--- config.mk ---
export PLATFORM = sky130hd
export DESIGN_NAME = fastcgi_record_deframer
export DESIGN_NICKNAME = d
export VERILOG_FILES = /design/src/rtl/fcgi_rd_pkg.sv /design/src/rtl/fastcgi_record_deframer.sv
export SDC_FILE = /design/constraint.sdc
export NUM_CORES = 1
export LEC_CHECK = 0
export ABC_AREA = 1
export BUFFER_PORTS_ARGS = -buffer_cell sky130_fd_sc_hd__clkbuf_2
export CAP_MARGIN = 20
export CORE_MARGIN = 2
export CORE_UTILIZATION = 55
export DETAILED_ROUTE_END_ITERATION = 6
export PLACE_DENSITY = 0.83
export SETUP_SLACK_MARGIN = 0.5
export SLEW_MARGIN = 20
export SYNTH_ARGS = -nofsm -noshare
export SYNTH_HDL_FRONTEND = slang
export SYNTH_SLANG_ARGS = --single-unit
--- constraint.sdc ---
create_clock -name i_clk -period 2.7 [get_ports i_clk]
set_clock_uncertainty 0.1 [all_clocks]
set_input_delay 0.135 -clock i_clk [delete_from_list [all_inputs] [get_ports i_clk]]
set_output_delay 0.135 -clock i_clk [all_outputs]
set_load 0.005 [all_outputs]
--- src/rtl/fcgi_rd_pkg.sv ---
// Package for the FastCGI record deframer: record type codes, header
// offsets, event codes, parse phase type and the result item struct.
// No dependencies.
package fcgi_rd_pkg;

    localparam logic [7:0] TYPE_END_REQUEST = 8'd3;
    localparam logic [7:0] TYPE_STDOUT      = 8'd6;

    // Byte offsets inside the 8-byte record header.
    localparam logic [2:0] HDR_TYPE     = 3'd1;
    localparam logic [2:0] HDR_LEN_HIGH = 3'd4;
    localparam logic [2:0] HDR_LEN_LOW  = 3'd5;
    localparam logic [2:0] HDR_PAD_LEN  = 3'd6;
    localparam logic [2:0] HDR_LAST     = 3'd7;

    localparam logic EV_STDOUT_BYTE = 1'b0;
    localparam logic EV_REQ_ENDED   = 1'b1;

    typedef enum logic [1:0] {
        PH_HEADER  = 2'd0,
        PH_CONTENT = 2'd1,
        PH_PADDING = 2'd2
    } t_phase;

    typedef struct packed {
        logic       event_kind;
        logic [7:0] data_byte;
        logic       last_in_record;
    } t_result;

endpackage

--- src/rtl/fastcgi_record_deframer.sv ---
// FastCGI record deframer: one stream byte per request in, stdout content
// bytes and request-ended events out. An accepted byte's result goes to the
// output register, or to the skid register if the output is stalled; one
// byte is taken every cycle while the output side drains, the skid register
// absorbing one output stall. Reset (synchronous, active low) returns the
// parser to the start of a record header and empties the output and skid registers.
// Depends on fcgi_rd_pkg.
module fastcgi_record_deframer
    import fcgi_rd_pkg::*;
(
    input  logic       i_clk,
    input  logic       i_rst_n,
    input  logic       i_in_valid,
    output logic       o_in_stall,
    input  logic [7:0] i_byte_value,
    output logic       o_out_valid,
    input  logic       i_out_stall,
    output logic       o_event_kind,
    output logic [7:0] o_data_byte,
    output logic       o_last_in_record
);

    t_phase      r_phase, n_phase;
    logic [2:0]  r_hdr_cnt, n_hdr_cnt;
    logic [7:0]  r_type, n_type;
    logic [7:0]  r_len_high, n_len_high;
    logic [15:0] r_content_left, n_content_left;
    logic [7:0]  r_pad_left, n_pad_left;

    logic        r_out_valid, r_skid_valid;
    t_result     r_out, r_skid;

    logic        in_acc, out_free, res_valid;
    t_result     res;

    assign in_acc   = i_in_valid && !r_skid_valid;
    assign out_free = !r_out_valid || !i_out_stall;

    always_comb begin
        n_phase        = r_phase;
        n_hdr_cnt      = r_hdr_cnt;
        n_type         = r_type;
        n_len_high     = r_len_high;
        n_content_left = r_content_left;
        n_pad_left     = r_pad_left;
        res_valid      = 1'b0;
        res            = '{event_kind: EV_STDOUT_BYTE, data_byte: 8'd0, last_in_record: 1'b0};

        unique case (r_phase)
            PH_CONTENT: begin
                if (r_type == TYPE_STDOUT) begin
                    res_valid = 1'b1;
                    res = '{event_kind: EV_STDOUT_BYTE, data_byte: i_byte_value,
                            last_in_record: (r_content_left == 16'd1)};
                end
                n_content_left = r_content_left - 16'd1;
                if (n_content_left == 16'd0) begin
                    n_hdr_cnt = 3'd0;
                    if (r_pad_left != 8'd0) begin
                        n_phase = PH_PADDING;
                    end else begin
                        n_phase = PH_HEADER;
                        if (r_type == TYPE_END_REQUEST) begin
                            res_valid = 1'b1;
                            res = '{event_kind: EV_REQ_ENDED, data_byte: 8'd0,
                                    last_in_record: 1'b0};
                        end
                    end
                end
            end
            PH_PADDING: begin
                n_pad_left = r_pad_left - 8'd1;
                if (n_pad_left == 8'd0) begin
                    n_phase   = PH_HEADER;
                    n_hdr_cnt = 3'd0;
                    if (r_type == TYPE_END_REQUEST) begin
                        res_valid = 1'b1;
                        res = '{event_kind: EV_REQ_ENDED, data_byte: 8'd0,
                                last_in_record: 1'b0};
                    end
                end
            end
            default: begin
                // Header phase; the unused phase code is parsed as header too.
                n_phase = PH_HEADER;
                case (r_hdr_cnt)
                    HDR_TYPE:     n_type = i_byte_value;
                    HDR_LEN_HIGH: n_len_high = i_byte_value;
                    HDR_LEN_LOW:  n_content_left = {r_len_high, i_byte_value};
                    HDR_PAD_LEN:  n_pad_left = i_byte_value;
                    default:      ;
                endcase
                n_hdr_cnt = r_hdr_cnt + 3'd1;
                if (r_hdr_cnt == HDR_LAST) begin
                    n_hdr_cnt = 3'd0;
                    if (n_content_left != 16'd0) begin
                        n_phase = PH_CONTENT;
                    end else if (n_pad_left != 8'd0) begin
                        n_phase = PH_PADDING;
                    end else if (n_type == TYPE_END_REQUEST) begin
                        res_valid = 1'b1;
                        res = '{event_kind: EV_REQ_ENDED, data_byte: 8'd0,
                                last_in_record: 1'b0};
                    end
                end
            end
        endcase
    end

    always_ff @(posedge i_clk) begin
        if (!i_rst_n) begin
            r_phase        <= PH_HEADER;
            r_hdr_cnt      <= 3'd0;
            r_type         <= 8'd0;
            r_len_high     <= 8'd0;
            r_content_left <= 16'd0;
            r_pad_left     <= 8'd0;
        end else if (in_acc) begin
            r_phase        <= n_phase;
            r_hdr_cnt      <= n_hdr_cnt;
            r_type         <= n_type;
            r_len_high     <= n_len_high;
            r_content_left <= n_content_left;
            r_pad_left     <= n_pad_left;
        end
    end

    // The skid register only fills when a result arrives while the output
    // register is stalled; it then blocks input until it drains.
    always_ff @(posedge i_clk) begin
        if (!i_rst_n) begin
            r_out_valid  <= 1'b0;
            r_skid_valid <= 1'b0;
        end else if (r_skid_valid) begin
            if (out_free) begin
                r_out_valid  <= 1'b1;
                r_skid_valid <= 1'b0;
            end
        end else if (in_acc && res_valid) begin
            if (out_free) begin
                r_out_valid <= 1'b1;
            end else begin
                r_skid_valid <= 1'b1;
            end
        end else if (out_free) begin
            r_out_valid <= 1'b0;
        end
    end

    always_ff @(posedge i_clk) begin
        if (r_skid_valid) begin
            if (out_free) begin
                r_out <= r_skid;
            end
        end else if (in_acc && res_valid) begin
            if (out_free) begin
                r_out <= res;
            end else begin
                r_skid <= res;
            end
        end
    end

    assign o_in_stall       = r_skid_valid;
    assign o_out_valid      = r_out_valid;
    assign o_event_kind     = r_out.event_kind;
    assign o_data_byte      = r_out.data_byte;
    assign o_last_in_record = r_out.last_in_record;

endmodule

# Word level (Yosys, flattened, before mapping)
# Cells that the tools add are included.
dict set report word_totals {
  word_cells 108
  register_bits 67
  input_bits 12
}
dict set report op_classes {
  mux 52
  n_eq_ne 13
  bitwise_logic 5
  reduce_logical 21
  n_addsub 3
}
# operator n
set op_table {}
lappend op_table {{$mux W10} 13}
lappend op_table {{$mux W16} 2}
lappend op_table {{$mux W8} 4}
lappend op_table {{$pmux W16 S2} 1}
lappend op_table {{$pmux W10 S2} 1}
lappend op_table {{$mux W1} 17}
lappend op_table {{$eq A16 B1 Y1 const B} 1}
lappend op_table {{$eq A8 B2 Y1 const B} 2}
lappend op_table {{$logic_not A16 Y1} 1}
lappend op_table {{$pmux W8 S2} 1}
lappend op_table {{$reduce_bool A16 Y1} 1}
lappend op_table {{$reduce_bool A8 Y1} 2}
lappend op_table {{$sub A16 B1 Y16 const B} 1}
lappend op_table {{$eq A3 B3 Y1 const B} 4}
lappend op_table {{$mux W2} 6}
lappend op_table {{$mux W3} 3}
lappend op_table {{$mux W9} 1}
lappend op_table {{$reduce_and A3 Y1} 3}
lappend op_table {{$eq A8 B3 Y1 const B} 1}
lappend op_table {{$logic_not A8 Y1} 1}
lappend op_table {{$reduce_and A2 Y1} 4}
lappend op_table {{$sub A8 B1 Y8 const B} 1}
lappend op_table {{$pmux W3 S2} 1}
lappend op_table {{$not A1 Y1} 5}
lappend op_table {{13 further kinds} 17}

# Depth between registers and ports, before layout
# Gate-level depths: netlist (run 1).
dict set report depth {
  depth_word 12
  ltp_mapped 17
}

# Worst setup path before layout (run 1)
# OpenSTA, ideal clock, no wires.
dict set report synth_timing {
  path_kind {register -> register}
  start {register r_hdr_cnt[1]}
  end {register r_out, in the netlist o_data_byte[0] (enable)}
  path_slack_ps 30
  stages_incl_launch_ff 14
  arrival_ps 2190
  period_less_slack_ps 2670
  path_buffers 2
  cell_sequence {dfxtp_1 inv_1 ha_1 buf_4 nand2_8 buf_6 o21ai_1 nor4_2 nand2_1 nor2_4 nand2_2 nand3_2 nand2_2 a21oi_1}
}
dict set report synth_via {
  elab_chain_cells 12
  word_cells_on_any_way 21
  classes_between {eq/ne: 5; mux: 11; reduce/logical: 5}
}
# item line_no
set synth_rtl {}
lappend synth_rtl {{start, declared} fastcgi_record_deframer.sv:24} ;# logic [2:0] r_hdr_cnt, n_hdr_cnt;
lappend synth_rtl {{start signal, assigned} fastcgi_record_deframer.sv:120} ;# r_hdr_cnt <= n_hdr_cnt;
lappend synth_rtl {{$eq A3 B1 Y1} fastcgi_record_deframer.sv:86} ;# case (r_hdr_cnt)
lappend synth_rtl {{$mux W8} fastcgi_record_deframer.sv:86}
lappend synth_rtl {{$mux W8} fastcgi_record_deframer.sv:49} ;# unique case (r_phase)
lappend synth_rtl {{$eq A8 B2 Y1} fastcgi_record_deframer.sv:100} ;# end else if (n_type == TYPE_END_REQUEST) begin
lappend synth_rtl {{$mux W1} fastcgi_record_deframer.sv:100}
lappend synth_rtl {{$mux W1} fastcgi_record_deframer.sv:98} ;# end else if (n_pad_left != 8'd0) begin
lappend synth_rtl {{$mux W1} fastcgi_record_deframer.sv:96} ;# if (n_content_left != 16'd0) begin
lappend synth_rtl {{$mux W1 *} fastcgi_record_deframer.sv:94} ;# if (r_hdr_cnt == HDR_LAST) begin
lappend synth_rtl {{$pmux W1 S2 *} fastcgi_record_deframer.sv:49}
lappend synth_rtl {{$logic_and A1 B1 Y1 *} fastcgi_record_deframer.sv:155} ;# end else if (in_acc && res_valid) begin
lappend synth_rtl {{$reduce_bool A2 Y1 (no source line) *} -}
lappend synth_rtl {{$reduce_and A2 Y1 (no source line) *} -}
lappend synth_rtl {{end signal, assigned} fastcgi_record_deframer.sv:153} ;# r_out <= r_skid;
lappend synth_rtl {{end signal, assigned} fastcgi_record_deframer.sv:157} ;# r_out <= res;
lappend synth_rtl {{end, declared} fastcgi_record_deframer.sv:31} ;# t_result r_out, r_skid;
# Mark *: on every way between the ends. The rest lies on a longest branch, timed or not. The select of a mux whose other input is x is not followed.
# A chain may end at the register's enable or synchronous reset.

# Worst setup path after layout (run 1)
dict set report layout_timing {
  start {register r_hdr_cnt[0]}
  end {register r_out, in the netlist o_data_byte[1] (enable)}
}
# The elaborated chain is that of the path after synthesis.

==> metrics.csv, run 1 <==
metric;value;unit
share of cells above drive strength 1;0.287;
Worst Tran Pin Value;642;ps
Hold Crit Start;i_byte_value[5];
Worst R2R Start;r_hdr_cnt[0];
largest net degree at the start of global routing;29;
Final nets;628;
EDFF count, synth;20;
GRT overflow;0;
fraction of registers with async set/reset;0;
FF-to-FF End;o_data_byte[1];
Slew headroom;0.568;
outcome;finished, violations left;
RSZ-0062 raised after global routing;yes;
Fin Setup TNS;0;ps
critical path type;reg2reg;
DIE WIDTH;89.9;um
Max IR drop VDD;0.353;mV
Max Cap Viol;0;
Seq/Total Area, Yosys;0.379;
row count;31;
min cycle time layout;2520;ps
Worst Hold Class;in2reg;
clk buf depth;2;
Final Hold Violating Endpoints;0;
drt pass-1 iters;7;
Post-Route WL;13.6;mm
DR iter-0 viols;667;
Yosys cell types;40;
IO buf count;23;
post-synthesis instance total;552;
clock-pin slew on the worst setup and hold paths;80;ps
Worst Setup End Kind;flip-flop;
Mapped Area;4060;um^2
syn_area_per_cell;7.36;um^2
leakage power;0.00217;uW
Initial Utilization;0.563;
drt wl/cell;19.1;um
crit path DAT;2510;ps
final setup fails;0;
CTS H-tree depth;3;
DIE AREA;8090;um^2
CTS tree;built;
FMAX;396;MHz
register bit total from synthesis;67;
diode count;0;
CP max FO;10;
Root Driver;clkbuf_8;
hpwl dp;7.63;mm
Total Power;3150;uW
most frequent cells in the layout;nand2_1 (93), nor2_1 (65), inv_1 (52);
Max Slew Vio Count;0;
core area;7210;um^2
DR vias/cell;6.29;
clk sinks;67;
slowest stage delay, CP;400;ps
Detail Route Antenna Nets;0;
fin crit share;0.934;
Critical Path Start Type;flip-flop;
Crit path buffers/inverters;2;
Final Wtd Congestion;1.00;
Vias;4459;
CP Data Required Time;2680;ps
Synth-to-Final Area Change;25.0;%
# DRC;15;
pwr dens;621;nW/um^2
Yosys warning total;0;
commonest non-fill, non-tap cell in the layout;nand2_1;
number of global-route vias before repair;4160;
I/O pins;24;
first-pass GRT wire length;19.3;mm
CP top delay family;simple AND/OR/NAND/NOR gates;
total track usage;0.297;
CP cell instances;ha_4, buf_12, nand2_8, o21ai_4, nand2_2, nor3_2, nand2_2, nor2_4, nand2_2, nand3_2, nand2_4, a21oi_4, buf_12;
syn nets;575;
Synth Flop Type;dfxtp_1;
failing checks;DRC;
Crit-path slowest cell;dfxtp_2;
TritonCTS buffer count;9;
r2r worst-path depth;13;
hold depth;3;
most used cell along the critical path;nand2_2;
initial antenna violation count;0;
DIE HEIGHT;89.9;um
Reg2Reg Setup Slack;180;ps
Hold Path End;r_type[5];
worst skew pair latency;360;ps
worst max path at each step:
| stage | from | end | slack, ps | depth (start not counted) |
|---|---|---|---|---|
| floorplan | r_hdr_cnt[1] | o_data_byte[0] | 350 | 14 |
| CTS | r_hdr_cnt[1] | o_data_byte[1] | 300 | 13 |
| detailed placement | r_hdr_cnt[2] | o_event_kind | 10 | 12 |
| global placement | r_hdr_cnt[2] | o_data_byte[2] | 100 | 12 |
| global route | r_content_left[1] | o_data_byte[1] | 100 | 15 |
| finish | r_hdr_cnt[0] | o_data_byte[1] | 180 | 13 |
final cells by class:
type                    count  area, um^2
clock buffers               9         124
clock inverters             7        83.8
fillers                   536        2140
inverters                  61         234
multi-input cells         407        2490
flip-flops and latches     67        1560
well taps                  99         124
repair buffers             59         458
cells in the mapped netlist, types with 8 or more instances:
cell,instances,area share
a21oi_1,52,0.064
a221oi_1,14,0.030
clkbuf_1,12,0.011
dfxtp_1,47,0.23
edfxtp_1,20,0.15
ha_1,11,0.034
inv_1,57,0.053
mux2_2,8,0.022
nand2_1,104,0.096
nand2_2,13,0.020
nand3_1,21,0.026
nor2_1,70,0.065
nor2_2,8,0.012
o21ai_0,45,0.055
o21ai_1,9,0.011
xor2_1,8,0.017
sequential cells by signal, indices dropped and copies added (netlist names), 2 cells and up:
| name | cells |
|---|---|
| o_data_byte | 8 |
| r_len_high | 8 |
| r_skid | 10 |
| r_type | 8 |
| r_content_left | 16 |
| r_phase | 2 |
| r_hdr_cnt | 3 |
| r_pad_left | 8 |
power breakdown:
group / switching (uW) / internal [uW] / leakage, uW
sequential: 94.5 / 1110 / 0.000576
clock: 446 / 442 / 0.000102
combinational: 678 / 385 / 0.00150
total: 1220 / 1930 / 0.00217
timing repair:
action	4_1_cts	5_1_grt
endpoints found under the hold margin	0	0
resized for setup	35	52
pin swaps	6	12
gates cloned	3	1
hold buffers	0	0
setup endpoints to repair	28	28
setup buffers	10	15
through the flow:
stage	worst slack (ps)	cells	util	hold slack [ps]	area, um^2
6_report	177	709	0.704	11.3	5080
5_1_grt	102	709	0.704	27.7	5080
4_1_cts	300	693	0.657	6.61	4740
3_5_place_dp	13.3	664	0.596	369	4300
3_3_place_gp	102	664	0.596	364	4300
2_1_floorplan	352	552	-	199	4110
worst min-delay path: cells and delay by family:
kind | cells | cell delay [ps]
AOI/OAI and AO/OA | 2 | 190
buffers and inverters | 1 | 100
per-layer routing:
metal / part of all wire / vias up / GRT usage
met5: 0 / - / 0
met4: 0.071 / 0 / 0.179
met3: 0.11 / 114 / 0.0813
met2: 0.47 / 377 / 0.474
met1: 0.36 / 2009 / 0.359
li1: - / 1959 / -
cell families (layout without fill, tap and decap cells):
group / after synthesis / in the layout / synth area share
fa+ha+maj: 11 / 11 / 0.0339
compound gates: 128 / 128 / 0.176
simple gates: 247 / 251 / 0.283
mux: 8 / 8 / 0.0222
flops: 67 / 67 / 0.379
xor+xnor: 9 / 9 / 0.0194
buf+inv: 82 / 136 / 0.0862
Note: power is estimated with default switching activity, not from simulation.
==> run 2, diff against run 1 <==
--- a/config.mk
+++ b/config.mk
@@ -12,6 +12,7 @@
 export CORE_UTILIZATION = 55
 export DETAILED_ROUTE_END_ITERATION = 6
 export PLACE_DENSITY = 0.83
+export RECOVER_POWER = 100
 export SETUP_SLACK_MARGIN = 0.5
 export SLEW_MARGIN = 20
 export SYNTH_ARGS = -nofsm -noshare
==> run 2 against run 1 <==
Compared with the run above: the flow still finishes with violations (DRC); highest routed layer unchanged; critical path depth is the same; largest power group unchanged; maximum frequency shrank 2.6%; largest cell class unchanged; critical path type unchanged; sequential share of layout area grew 0.17 points.
==> metrics.csv, run 2 (synthesized netlist as in run 1, its figures left out) <==
metric;value;unit
Initial Utilization;0.563;
TritonCTS buffer count;9;
pwr dens;623;nW/um^2
Worst Hold Class;in2reg;
DP Cell Count;664;
DR iter-0 viols;705;
RSZ-0062 raised after global routing;yes;
I/O pins;24;
sequential power share;0.382;
most frequent cells in the layout;nand2_1 (93), nor2_1 (66), inv_1 (52);
GRT overflow;0;
Hold-fix buffers, CTS;0;
CP Data Required Time;2680;ps
Top Registers;r_content_left: 16 flops, r_skid: 10 flops;
DIE HEIGHT;89.9;um
Max Slew Vio Count;0;
outcome;finished, violations left;
clock-pin slew on the worst setup and hold paths;80;ps
Final nets;628;
switching power;1220;uW
Max Cap Viol;0;
worst hold margin;10.7;ps
slowest stage delay, CP;400;ps
Critical Path Start Type;flip-flop;
commonest non-fill, non-tap cell in the layout;nand2_1;
Final Hold Violating Endpoints;0;
DR vias/cell;6.26;
share of cells above drive strength 1;0.275;
fin crit share;0.960;
FMAX;386;MHz
min cycle time layout;2590;ps
Vias;4439;
Max IR drop VDD;0.353;mV
Root Driver;clkbuf_8;
Synth-to-Final Area Change;24.3;%
initial antenna violation count;0;
Net Sw Frac;0.387;
Comb power frac;0.335;
hpwl dp;7.63;mm
most used cell along the critical path;nand2_2;
Post-Route WL;13.6;mm
max FFs per register;16;
drt wl/cell;19.2;um
clk buf depth;2;
row count;31;
critical path type;reg2reg;
worst skew pair latency;370;ps
largest net degree at the start of global routing;29;
# DRC;4;
Worst Setup End Kind;flip-flop;
number of global-route vias before repair;4160;
largest reg by FF count;r_content_left;
Crit-path slowest cell;dfxtp_2;
crit path DAT;2570;ps
IO buf count;23;
total track usage;0.297;
CP cell instances;ha_4, buf_12, nand2_8, o21ai_4, nand2_2, nor3_2, nand2_2, nor2_1, nand2_2, nand3_2, nand2_4, a21oi_4, buf_12;
Clk network pwr share;0.284;
Fin Setup TNS;0;ps
CP max FO;10;
diode count;0;
first-pass GRT wire length;19.3;mm
internal power;1930;uW
Slew headroom;0.332;
drt pass-1 iters;7;
leakage power;0.00215;uW
final setup fails;0;
Detail Route Antenna Nets;0;
CTS H-tree depth;3;
clk sinks;67;
Final Non-Filler Cells;709;
failing checks;DRC;
DIE WIDTH;89.9;um
Final Wtd Congestion;1.00;
DIE AREA;8090;um^2
core area;7210;um^2
CTS tree;built;
Worst Tran Pin Value;1000;ps
utilization after layout;0.700;
run 2: cell types whose count changed in the layout (fill, tap and decap cells not counted):
cell	before	now
o21ai_1	12	11
nor2_1	65	66
clkbuf_1	0	6
o21ai_0	35	36
buf_4	27	22
clkbuf_2	23	22
nor2_4	7	6
run 2: critical path, delay by kind of cell, from the launching register on:
family / cells / cell delay, ps
compound gates: 2 / 320
simple gates: 8 / 980
buf+inv: 2 / 300
flops: 1 / 400
fa+ha+maj: 1 / 200
run 2: cell type report:
cell class              count  area, um^2
clock buffers               9         124
clock inverters             7        83.8
fillers                   547        2160
inverters                  61         234
multi-input cells         407        2490
flip-flops and latches     67        1560
well taps                  99         124
repair buffers             59         438
run 2: worst paths after layout:
path / endpoint / slack, ps / startpoint / cells after the start
worst max-delay path: o_data_byte[1] / 110 / r_hdr_cnt[0] / 13
worst min-delay path: r_type[5] / 10 / i_byte_value[5] / 3
worst max register to register: o_data_byte[1] / 110 / r_hdr_cnt[0] / 13
worst min register to register: r_phase[0] / 400 / r_phase[0] / 2
run 2: metrics by stage:
stage	instance area [um^2]	setup slack [ps]	total power, uW
floorplan	4110	352	1810
global placement	4300	102	1960
detailed placement	4300	13.3	1990
CTS	4740	300	2940
global route	5050	85.8	3290
finish	5050	109	3150
run 2: layer usage:
metal | vias to the layer above | GRT usage | wire [um]
met4 | 0 | 0.179 | 1020
met2 | 353 | 0.474 | 6310
met5 | - | 0 | 0
li1 | 1958 | - | -
met1 | 2002 | 0.359 | 4960
met3 | 126 | 0.0813 | 1340
run 2: power by group through the flow:
stage / sequential, uW / clock, uW / combinational (uW)
2_1_floorplan: 1180 / 0 / 628
3_3_place_gp: 1200 / 0 / 760
3_5_place_dp: 1200 / 0 / 785
4_1_cts: 1190 / 888 / 861
5_1_grt: 1200 / 944 / 1140
6_report: 1200 / 892 / 1050
run 2: timing repair:
action,CTS,global route
setup endpoints to repair,28,28
pin swaps,6,12
gates cloned,3,1
setup buffers,10,15
gates resized for setup,35,52
==> run 3, diff against run 2 <==
--- a/config.mk
+++ b/config.mk
@@ -7,14 +7,13 @@
 export LEC_CHECK = 0
 export ABC_AREA = 1
 export BUFFER_PORTS_ARGS = -buffer_cell sky130_fd_sc_hd__clkbuf_2
-export CAP_MARGIN = 20
 export CORE_MARGIN = 2
-export CORE_UTILIZATION = 55
+export CORE_UTILIZATION = 61
 export DETAILED_ROUTE_END_ITERATION = 6
-export PLACE_DENSITY = 0.83
+export PLACE_DENSITY = 0.87
 export RECOVER_POWER = 100
 export SETUP_SLACK_MARGIN = 0.5
-export SLEW_MARGIN = 20
+export SLEW_MARGIN = 0
 export SYNTH_ARGS = -nofsm -noshare
 export SYNTH_HDL_FRONTEND = slang
 export SYNTH_SLANG_ARGS = --single-unit
==> constraint.sdc (replaced) <==
create_clock -name i_clk -period 2.8 [get_ports i_clk]
set_clock_uncertainty 0.1 [all_clocks]
set_input_delay 0.14 -clock i_clk [delete_from_list [all_inputs] [get_ports i_clk]]
set_output_delay 0.14 -clock i_clk [all_outputs]
set_load 0.005 [all_outputs]
==> run 3 against run 2 <==
Compared with the run above: the run now ends clean; wire length fell by 6.2%; sequential power fell by 3%; non-clock buffer count fell by 7; critical path depth rose by 1; final cell count shrank 4.1%; maximum frequency rose by 0.89%; global-route usage grew 4.3 points; design area down 1.7%; first-iteration DRC count decreased by 12%; flip-flop and latch count unchanged; worst hold slack worse by 5.2 ps; largest cell class unchanged; largest power group unchanged; highest routed layer unchanged.
==> metrics.csv, run 3 (synthesized netlist as in run 1, its figures left out) <==
metric;value;unit
outcome;finished, final reports clean;
commonest non-fill, non-tap cell in the layout;nand2_1;
Vias;4317;
share of cells above drive strength 1;0.259;
Final Hold Violating Endpoints;0;
Worst Tran Pin Value;815;ps
GRT overflow;0;
worst skew pair latency;370;ps
diode count;0;
Root Driver;clkbuf_8;
Max IR drop VDD;0.456;mV
drt wl/cell;18.8;um
crit path DAT;2550;ps
initial antenna violation count;0;
Top Registers;r_content_left: 16 flops, r_skid: 10 flops;
critical path type;reg2reg;
Initial Utilization;0.636;
clock-pin slew on the worst setup and hold paths;90;ps
number of global-route vias before repair;4116;
clk buf depth;2;
hpwl dp;7.38;mm
Final Cell Area;4960;um^2
CTS H-tree depth;3;
CTS tree;built;
dpl ws;62.3;ps
first-pass GRT wire length;19.5;mm
largest net degree at the start of global routing;29;
fin crit share;0.917;
CP max FO;10;
Final Wtd Congestion;0.951;
clk sinks;67;
most frequent cells in the layout;nand2_1 (92), nor2_1 (64), inv_1 (53);
DIE HEIGHT;85.6;um
Post-Route WL;12.8;mm
DR vias/cell;6.35;
DIE AREA;7330;um^2
CP Data Required Time;2790;ps
Detail Route Antenna Nets;0;
pwr dens;625;nW/um^2
final worst slack;232;ps
Worst Setup End Kind;flip-flop;
largest reg by FF count;r_content_left;
max FFs per register;16;
RSZ-0062 raised after global routing;yes;
row count;29;
core area;6390;um^2
FMAX;389;MHz
DR iter-0 viols;617;
drt pass-1 iters;5;
Fin Setup TNS;0;ps
Max Slew Vio Count;0;
TritonCTS buffer count;9;
Max Cap Viol;0;
leakage power;0.00212;uW
I/O pins;24;
IO buf count;23;
final setup fails;0;
min cycle time layout;2570;ps
Worst Hold Class;in2reg;
# DRC;0;
total track usage;0.340;
Area after DPL;4250;um^2
Slew headroom;0.451;
Synth-to-Final Area Change;22.2;%
Final nets;621;
Critical Path Start Type;flip-flop;
DIE WIDTH;85.6;um
==> run 3: changes by cell type in the layout (fill, tap and decap cells not counted), sizes merged <==
cell,before,now
buf,31,26
clkbuf,37,35
bufinv,1,2
clkinv,5,4
clkinvlp,1,0
inv,61,62
==> run 3: stage by stage <==
stage               hold slack [ps]  power (uW)  std cells   util
global placement                370        1880        639  0.666
CTS                            10.1        2930        669  0.747
global route                   23.0        3230        680  0.777
floorplan                       204        1740        552      -
finish                         5.48        3100        680  0.777
detailed placement              378        1900        639  0.666
==> run 3: routing by layer <==
metal | vias to the layer above | track usage | part of all wire
met5 | - | 0 | 0
met4 | 0 | 0.232 | 0.067
met3 | 98 | 0.0799 | 0.11
met2 | 367 | 0.550 | 0.46
met1 | 1905 | 0.399 | 0.36
li1 | 1947 | - | -
==> run 3: layout make-up <==
cell class | instances | area, um^2
Multi-Input combinational cell | 407 | 2460
Sequential cell | 67 | 1560
Fill cell | 381 | 1420
Timing Repair Buffer | 52 | 380
Inverter | 61 | 236
Clock buffer | 9 | 124
Clock inverter | 7 | 106
Tap cell | 77 | 96.3
==> run 3: worst paths after layout <==
check	startpoint	end	slack (ps)	cells after the start
setup / recovery	r_hdr_cnt[1]	o_data_byte[7]	230	14
hold / removal	i_out_stall	o_in_stall	5	3
setup reg to reg	r_hdr_cnt[1]	o_data_byte[7]	230	14
hold reg to reg	r_phase[0]	r_phase[0]	400	2
==> run 3: repair_timing <==
action                     4_1_cts  5_1_grt
pin swaps                        6       11
setup endpoints to repair       26       36
cloned                           3        1
hold buffers                     0        0
buffers inserted                11       10
gates resized for setup         44       36
==> run 3: worst max-delay path, stage by stage, from the launching register on <==
cell and delay, ps:
dfxtp_4 380, inv_4 40, ha_4 210, buf_6 130, buf_6 110, nand3_2 70
nand2_2 70, nor4_2 320, nand2_1 140, nor2_4 170, nand2_2 70, nand3_2 80
nand2_4 80, a21oi_4 150, buf_12 150
==> run 3: power by group <==
group / total, uW / leakage [uW] / internal [uW] / switching (uW)
clock network: 971 / 0.000117 / 519 / 452
registers: 1160 / 0.000576 / 1070 / 94.4
logic: 971 / 0.00143 / 345 / 626
